--- config.mk ---
export PLATFORM = sky130hd
export DESIGN_NAME = sorted_priority_queue
export DESIGN_NICKNAME = d
export VERILOG_FILES = /design/src/rtl/spq_pkg.sv /design/src/rtl/spq_cell.sv /design/src/rtl/sorted_priority_queue.sv
export SDC_FILE = /design/constraint.sdc
export NUM_CORES = 2
export LEC_CHECK = 0
export ABC_CLOCK_PERIOD_IN_PS = 6270
export BUFFER_PORTS_ARGS = -buffer_cell sky130_fd_sc_hd__clkbuf_2
export CAP_MARGIN = 20
export CORE_UTILIZATION = 45
export CTS_BUF_LIST = sky130_fd_sc_hd__clkbuf_2
export DETAILED_ROUTE_END_ITERATION = 8
export PLACE_DENSITY = 0.66
export SLEW_MARGIN = 20
export SYNTH_ARGS = -nofsm -noshare
export SYNTH_HDL_FRONTEND = slang
export SYNTH_SLANG_ARGS = --single-unit
--- constraint.sdc ---
create_clock -name clk_i -period 6.27 [get_ports clk_i]
set_input_delay 0 -clock clk_i [delete_from_list [all_inputs] [get_ports clk_i]]
set_output_delay 0 -clock clk_i [all_outputs]
set_load 0.005 [all_outputs]
--- src/rtl/spq_pkg.sv ---
// spq_pkg: shared types and constants for the sorted priority queue
// used by spq_cell and sorted_priority_queue; no dependencies
package spq_pkg;

  localparam int unsigned DataW       = 32;
  localparam int unsigned OccW        = 5;
  localparam int unsigned DefCapacity = 16;

  typedef enum logic [1:0] {
    StDone  = 2'd0,
    StEmpty = 2'd1,
    StFull  = 2'd2
  } status_e;

  typedef enum logic {
    OpInsert = 1'b0,
    OpRemove = 1'b1
  } op_e;

  // command broadcast to every cell
  typedef struct packed {
    logic                     ins;
    logic                     rem;
    logic signed [DataW-1:0]  value;
  } cmd_t;

endpackage

--- src/rtl/spq_cell.sv ---
// spq_cell: one slot of the sorted shift-register queue
// depends on spq_pkg for cmd_t and DataW
module spq_cell import spq_pkg::*; (
  input  logic                    clk_i,
  input  cmd_t                    cmd_i,
  input  logic                    occ_i,
  input  logic                    left_le_i,
  input  logic signed [DataW-1:0] left_val_i,
  input  logic signed [DataW-1:0] right_val_i,
  output logic                    le_o,
  output logic signed [DataW-1:0] val_o
);

  logic signed [DataW-1:0] val_q, val_d;
  logic                    own_gt;

  assign le_o   = occ_i && (val_q <= cmd_i.value);
  assign own_gt = !occ_i || (val_q > cmd_i.value);
  assign val_o  = val_q;

  always_comb begin
    val_d = val_q;
    if (cmd_i.ins) begin
      if (own_gt) begin
        val_d = left_le_i ? cmd_i.value : left_val_i;
      end
    end else if (cmd_i.rem) begin
      val_d = right_val_i;
    end
  end

  always_ff @(posedge clk_i) begin
    val_q <= val_d;
  end

endmodule

--- src/rtl/sorted_priority_queue.sv ---
// sorted_priority_queue: bounded ascending priority queue built as a row of spq_cell slots
// depends on spq_pkg and spq_cell
//
//  channel | direction | signals
//  in      | input     | in_valid_i, in_ready_o, op_i, value_i
//  out     | output    | out_valid_o, out_ready_i, removed_value_o, status_o,
//          |           | occupancy_o, is_empty_o
//
// one item per cycle unless stalled: every cell compares against the new value in
// parallel and takes the new value, its left or its right neighbor in the same edge
// the result sits in an output register; in_ready_o is high when it is empty or
// being taken, so a stalled output holds off the next item
// reset clears the entry count and the output valid flag; slot contents and result fields need no reset
module sorted_priority_queue import spq_pkg::*; #(
  parameter int unsigned CAPACITY = DefCapacity
) (
  input  logic                    clk_i,
  input  logic                    rst_ni,
  input  logic                    in_valid_i,
  output logic                    in_ready_o,
  input  logic                    op_i,
  input  logic signed [DataW-1:0] value_i,
  output logic                    out_valid_o,
  input  logic                    out_ready_i,
  output logic signed [DataW-1:0] removed_value_o,
  output logic [1:0]              status_o,
  output logic [OccW-1:0]         occupancy_o,
  output logic                    is_empty_o
);

  localparam int unsigned CntW = $clog2(CAPACITY + 1);

  logic [CntW-1:0]         count_q, count_d;
  logic                    accept;
  logic                    full, empty;
  status_e                 status_d;
  cmd_t                    cmd;
  logic                    le    [CAPACITY];
  logic signed [DataW-1:0] vals  [CAPACITY];
  logic [CntW+OccW-1:0]    occ_ext;

  logic                    out_valid_q;
  logic signed [DataW-1:0] removed_q;
  status_e                 status_q;
  logic [OccW-1:0]         occ_q;
  logic                    empty_q;

  assign in_ready_o = !out_valid_q || out_ready_i;
  assign accept     = in_valid_i && in_ready_o;
  assign full       = (count_q == CntW'(CAPACITY));
  assign empty      = (count_q == '0);

  always_comb begin
    cmd.ins   = accept && (op_e'(op_i) == OpInsert) && !full;
    cmd.rem   = accept && (op_e'(op_i) == OpRemove) && !empty;
    cmd.value = value_i;
    count_d   = count_q;
    status_d  = StDone;
    if (cmd.ins) begin
      count_d = count_q + CntW'(1);
    end else if (cmd.rem) begin
      count_d = count_q - CntW'(1);
    end
    if (op_e'(op_i) == OpInsert && full) begin
      status_d = StFull;
    end else if (op_e'(op_i) == OpRemove && empty) begin
      status_d = StEmpty;
    end
  end

  for (genvar i = 0; i < CAPACITY; i++) begin : g_cell
    logic                    left_le;
    logic signed [DataW-1:0] left_val, right_val;
    if (i == 0) begin : g_first
      assign left_le  = 1'b1;
      assign left_val = vals[i];
    end else begin : g_mid
      assign left_le  = le[i-1];
      assign left_val = vals[i-1];
    end
    if (i == CAPACITY - 1) begin : g_last
      assign right_val = vals[i];
    end else begin : g_inner
      assign right_val = vals[i+1];
    end
    spq_cell u_cell (
      .clk_i       (clk_i),
      .cmd_i       (cmd),
      .occ_i       (count_q > CntW'(i)),
      .left_le_i   (left_le),
      .left_val_i  (left_val),
      .right_val_i (right_val),
      .le_o        (le[i]),
      .val_o       (vals[i])
    );
  end

  assign occ_ext = {{OccW{1'b0}}, count_d};

  always_ff @(posedge clk_i or negedge rst_ni) begin
    if (!rst_ni) begin
      count_q     <= '0;
      out_valid_q <= 1'b0;
    end else begin
      count_q <= count_d;
      if (accept) begin
        out_valid_q <= 1'b1;
      end else if (out_ready_i) begin
        out_valid_q <= 1'b0;
      end
    end
  end

  always_ff @(posedge clk_i) begin
    if (accept) begin
      removed_q <= cmd.rem ? vals[0] : '0;
      status_q  <= status_d;
      occ_q     <= occ_ext[OccW-1:0];
      empty_q   <= (count_d == '0);
    end
  end

  assign out_valid_o     = out_valid_q;
  assign removed_value_o = removed_q;
  assign status_o        = status_q;
  assign occupancy_o     = occ_q;
  assign is_empty_o      = empty_q;

`ifndef SYNTH
  a_count_bound: assert property (@(posedge clk_i) disable iff (!rst_ni)
    count_q <= CntW'(CAPACITY))
    else $error("entry count above capacity");

  a_no_overrun: assert property (@(posedge clk_i) disable iff (!rst_ni)
    (out_valid_q && !out_ready_i) |-> !accept)
    else $error("item accepted while result stalled");

  a_remove_count: assert property (@(posedge clk_i) disable iff (!rst_ni)
    cmd.rem |=> (count_q == $past(count_q) - CntW'(1)))
    else $error("remove did not decrement count");

  a_refused_keeps: assert property (@(posedge clk_i) disable iff (!rst_ni)
    (accept && !cmd.ins && !cmd.rem) |=> $stable(count_q))
    else $error("refused item changed count");
`endif

endmodule

# --- Word level (Yosys, flattened, before mapping) ---
# Index checks and enable logic that the tools add are counted.
# W data, S select, Z words.
op_classes:
  n_addsub: 2
  magnitude_cmp: 47
  eq_ne: 16
  n_mux: 65
  bitwise: 1
  n_reduce_logical: 78
ops:
  columns: ["op", "count"]
  rows:
  - ["$mux W32", 60]
  - ["$gt A32 B32 Y1", 16]
  - ["$le A32 B32 Y1", 15]
  - ["$gt A5 B4 Y1 const B", 8]
  - ["$reduce_and A2 Y1", 16]
  - ["$ne A2 B1 Y1 const B", 15]
  - ["$logic_and A1 B1 Y1", 22]
  - ["$gt A5 B3 Y1 const B", 4]
  - ["$logic_not A1 Y1", 19]
  - ["$logic_or A1 B1 Y1", 17]
  - ["$gt A5 B1 Y1 const B", 2]
  - ["$gt A5 B2 Y1 const B", 2]
  - ["$logic_not A5 Y1", 2]
  - ["$mux W5", 2]
  - ["$add A5 B1 Y5 const B", 1]
  - ["$eq A5 B5 Y1 const B", 1]
  - ["$sub A5 B1 Y5 const B", 1]
  - ["$reduce_bool A2 Y1", 2]
  - ["$mux W1", 3]
  - ["$not A1 Y1", 1]
totals:
  regBits: 558
  inputBits: 37

# --- Logic depth before layout (Yosys ltp) ---
logic_depth:
  depth_word: 8
  depth_mapped: 13

# --- By module ---
# From an unflattened synthesis, not the netlist that was laid out.
hier_totals:
  cells_unflattened: 4379
  hier_area_um2: 41954.0
modules_own_cells:
  columns: ["module", "instances", "cells_each", "area_each_um2"]
  rows:
  - ["spq_cell", 16, 264, 2491.1]
  - ["sorted_priority_queue", 1, 155, 2095.8]

# --- Worst setup path after synthesis ---
# No wires, ideal clock.
synth_path:
  kind: "input to register"
  from: "input value_i[30]"
  to: "register g_cell[14].u_cell.val_q[0], enable pin"
  setup_ns: 0.466
  t_arrival_ns: 4.512
  required_ns: 5.804
  slack_ns: 1.293
  path_stages: 12
  path_buffers: 2
  path_cell_list: "clkbuf_1 inv_1 ha_1 nand3_1 or3_1 nor2_1 o311ai_1 a21boi_1 mux2i_1 nor3_2 buf_2 o21ai_0"
synth_between:
  elab_chain_cells: 4
synth_rtl:
  columns: ["element", "line", "rtl"]
  rows:
  - ["start, declared", "sorted_priority_queue.sv:22", "input logic signed [DataW-1:0] value_i,"]
  - ["$gt A32 B32 Y1", "spq_cell.sv:18", "assign own_gt = !occ_i || (val_q > cmd_i.value);"]
  - ["$logic_or A1 B1 Y1", "spq_cell.sv:18", null]
  - ["$ne A2 B1 Y1 (no source line)", null, null]
  - ["$reduce_and A2 Y1 (no source line)", null, null]
  - ["end signal, assigned", "spq_cell.sv:33", "val_q <= val_d;"]
  - ["end, declared", "spq_cell.sv:14", "logic signed [DataW-1:0] val_q, val_d;"]
# Every way passes these cells.
# A chain may end at the register's enable or synchronous reset.

# --- Worst setup path after layout ---
layout_path:
  from: "input value_i[13]"
  to: "register g_cell[5].u_cell.val_q[23], enable pin"
layout_between:
  elab_chain_cells: 4
layout_rtl:
  columns: ["element", "line"]
  rows:
  - ["$gt A32 B32 Y1", "spq_cell.sv:18"]
  - ["$logic_or A1 B1 Y1", "spq_cell.sv:18"]
  - ["$ne A2 B1 Y1 (no source line)", null]
  - ["$reduce_and A2 Y1 (no source line)", null]
  - ["end signal, assigned", "spq_cell.sv:33"]
  - ["end, declared", "spq_cell.sv:14"]
# Every way passes these cells.

==> impl_metrics.yaml <==
synthesis:
  synth_top_area_share: 0.4277
  synthCells: 3707
  netlist_top_cells_area: "edfxtp_1 43%, ha_1 17%, mux2i_1 11%, nand2_1 5.9%, o21ai_0 3.7%"
  ys_seq_area_frac: 0.4316
  yosysUniqueCellTypes: 75
  netlist_area_mm2: 0.03875
  ys_async_sr_fraction: 0.01075
  synth-main-ff-cell: "edfxtp_1"
  yosysWarnings: 0
  ys_ff_latch: 558
  yosys.area.top_type: "edfxtp_1"
  synth_commonest_cells: "611 x nand2_1, 552 x edfxtp_1, 517 x ha_1, 436 x mux2i_1, 288 x o21ai_0"
  yosys.cell_count.top_type: "nand2_1"
  synthesis.nets: 4261
  synth_edf_count: 552
  synth_area_per_cell_um2: 10.45
min_path:
  worstHoldStart: "value_i[24]"
  min_path_type: "in -> reg"
  hold_end: "g_cell[0].u_cell.val_o[24]$_DFFE_PP_"
  hold_path_depth: 4
grt:
  grt.overflow.total: 0
  grt_pass1_wl_um: 176300
  grt_max_degree: 116
  grt_use_total: 0.2626
  grt_pass1_vias: 29685
  grt_antenna_before_repair: 6
setup_path:
  r2r-end: "g_cell[2].u_cell.val_o[11]$_DFFE_PP_"
  crit_path_start: "value_i[13]"
  r2r_slack_ns: 2.26
  crit_path_end_kind: "register"
  timing.rr.start: "g_cell[1].u_cell.val_o[30]$_DFFE_PP_"
  r2r_cells: 10
  path_max_fanout: 17
  crit_arrival_ns: 5.33
  startpoint_type: "input port"
  critPathRequiredTime_ns: 7.40
  worst-setup-path-type: "in -> reg"
route:
  drcViolationCount: 0
  drtIter0Drc: 2770
  drt_wl_total_um: 114700
  vias: 30613
  ant_nets: 0
  routedWlPerCell_um: 22.27
  viasPerCell: 5.945
  dr.pass1.iters: 6
die:
  start_util: 0.4544
  die_x_um: 295.5
  dieArea_mm2: 0.08729
  io-pin-count: 79
  core_mm2: 0.08528
  fp.dieH_um: 295.5
  rows: 107
sta:
  rsz0062_at_grt: "no"
  min_period_ns: 4.200
  slew_headroom: 0.2660
  finalSetupViolations: 0
  tightestPinTransition_ns: 1.098
  worst_slack_ns: 2.070
  fmax_mhz: 238.1
  drv_slew: 0
  hold_viol: 0
  tns_ns: 0
  timing.final.crit_share: 0.6699
  skew_ns: 0.09323
clocking:
  cts-htree-levels: 4
  cts_max_path_buffers: 3
  cts_buffers: 151
  clkTransAtPathRegs_ns: 0.09
  root_buffer: "clkbuf_2"
  clock-sinks: 558
  clk_latency_ns: 1.45
  cts_tree: "done"
place:
  pre_cts_ws_ns: 1.763
  gp_congestion: 0.9485
  portBuffers: 78
  dp_hpwl_um: 81380
  placed_cell_area_mm2: 0.04040
final_layout:
  drive_gt1_frac: 0.09945
  area_delta_synth_final_pct: 10.10
  fin_area_mm2: 0.04266
  nets: 4451
status:
  status: "complete, no violations"
power:
  powerDensity_mw_per_mm2: 319.5
  leakagePower_nw: 19.10
  peakVddDrop_mv: 0.2367
job:
  maxCapViolations: 0
[registers in the layout, summed over array words and instances (netlist names)]
register             count
is_empty_o               1
count_q                  5
status_o                 2
removed_value_o         32
g_cell.u_cell.val_o    512
occupancy_o              5
out_valid_o              1
[worst max-delay path, cell delays in order]
cell and delay (ns):
dlygate4sd3_1 0.52, clkbuf_2 0.17, dlygate4sd3_1 1.10, inv_1 0.33, buf_4 0.29, ha_1 0.32, nand4_1 0.20, nor2_1 0.08
o2bb2ai_1 0.15, or4_1 0.62, a211oi_1 0.43, nor2_4 0.09, nand2_1 0.08, nand2_1 0.47, buf_4 0.46
[worst max-delay path by stage]
stage / end / slack [ns] / depth (start not counted)
floorplan: g_cell[14].u_cell.val_o[0]$_DFFE_PP_ / 1.29 / 12
global placement: g_cell[2].u_cell.val_o[8]$_DFFE_PP_ / 1.76 / 13
detailed placement: g_cell[2].u_cell.val_o[6]$_DFFE_PP_ / 1.76 / 13
CTS: g_cell[2].u_cell.val_o[11]$_DFFE_PP_ / 2.22 / 15
global route: g_cell[5].u_cell.val_o[23]$_DFFE_PP_ / 1.94 / 15
finish: g_cell[5].u_cell.val_o[23]$_DFFE_PP_ / 2.07 / 15
[routing by layer]
metal | GRT usage | routed length [um] | vias up
met1 | 0.3460 | 49150 | 14645
met5 | 0 | 0 | -
met4 | 0.1025 | 3659 | 0
li1 | - | - | 14553
met2 | 0.4291 | 53720 | 1202
met3 | 0.04473 | 8136 | 213
[timing repair]
item / CTS / global route
hold buffers: 91 / 0
resized for setup: 0 / 0
endpoints found under the hold margin: 750 / 0
setup buffers: 0 / 0
[area by class of cell]
cell class / count / area, um2
Fill cell: 7773 / 42620
Multi-Input combinational cell: 2890 / 20970
Sequential cell: 558 / 16730
Timing Repair Buffer: 234 / 1952
Tap cell: 1144 / 1431
Clock buffer: 215 / 1076
Clock inverter: 43 / 271.5
Inverter: 62 / 232.7
Antenna cell: 3 / 7.507
[stage by stage]
stage | utilization | power, mW | instances | hold WS (ns)
global route | 0.5003 | 14.40 | 5149 | 0.1262
finish | 0.5003 | 13.63 | 5149 | 0.1154
global placement | 0.4737 | 10.74 | 4797 | -0.1646
CTS | 0.5002 | 13.61 | 5146 | 0.008661
detailed placement | 0.4737 | 10.84 | 4797 | -0.1592
floorplan | - | 9.269 | 3707 | -0.2956
[power by group]
group	total, mW	switching (mW)	leakage [nW]	internal [mW]
registers	5.58	0.579	5.30	5.00
clock network	2.72	1.64	1.03	1.08
logic	5.33	3.21	12.8	2.12
total	13.6	5.44	19.1	8.20
[placed cells by master (no fill, tap or decap), types with 7 or more instances in the layout]
| cell | count |
|---|---|
| nor2b_1 | 23 |
| o211ai_1 | 29 |
| o21a_1 | 8 |
| buf_4 | 52 |
| dlygate4sd3_1 | 91 |
| buf_12 | 13 |
| nand4_1 | 121 |
| or4_1 | 10 |
| nor4_1 | 22 |
| clkinv_1 | 31 |
| nor3_1 | 17 |
| nand3_1 | 68 |
| mux2i_1 | 436 |
| inv_1 | 59 |
| o21ai_0 | 287 |
| nor2_1 | 48 |
| and2_1 | 32 |
| nor2_4 | 10 |
| a32o_1 | 7 |
| a221oi_1 | 10 |
| a21oi_1 | 201 |
| a2111oi_0 | 11 |
| a211oi_1 | 33 |
| edfxtp_1 | 552 |
| clkbuf_2 | 293 |
| inv_2 | 7 |
| a21o_1 | 35 |
| o2bb2ai_1 | 7 |
| ha_1 | 517 |
| mux2_1 | 29 |
| nand2_1 | 610 |
| o221ai_1 | 13 |
| o21ai_1 | 229 |
[cell families after synthesis]
family | count (synthesis) | share of synthesized area
adder cells (fa/ha/maj) | 517 | 0.1669
AO/OA/AOI/OAI | 908 | 0.1324
flip-flops | 558 | 0.4316
buffers and inverters | 259 | 0.02945
AND/OR/NAND/NOR | 994 | 0.1170
XOR/XNOR | 3 | 0.0006782
multiplexers | 468 | 0.1219
Note: power is estimated with default switching activity, not from simulation.
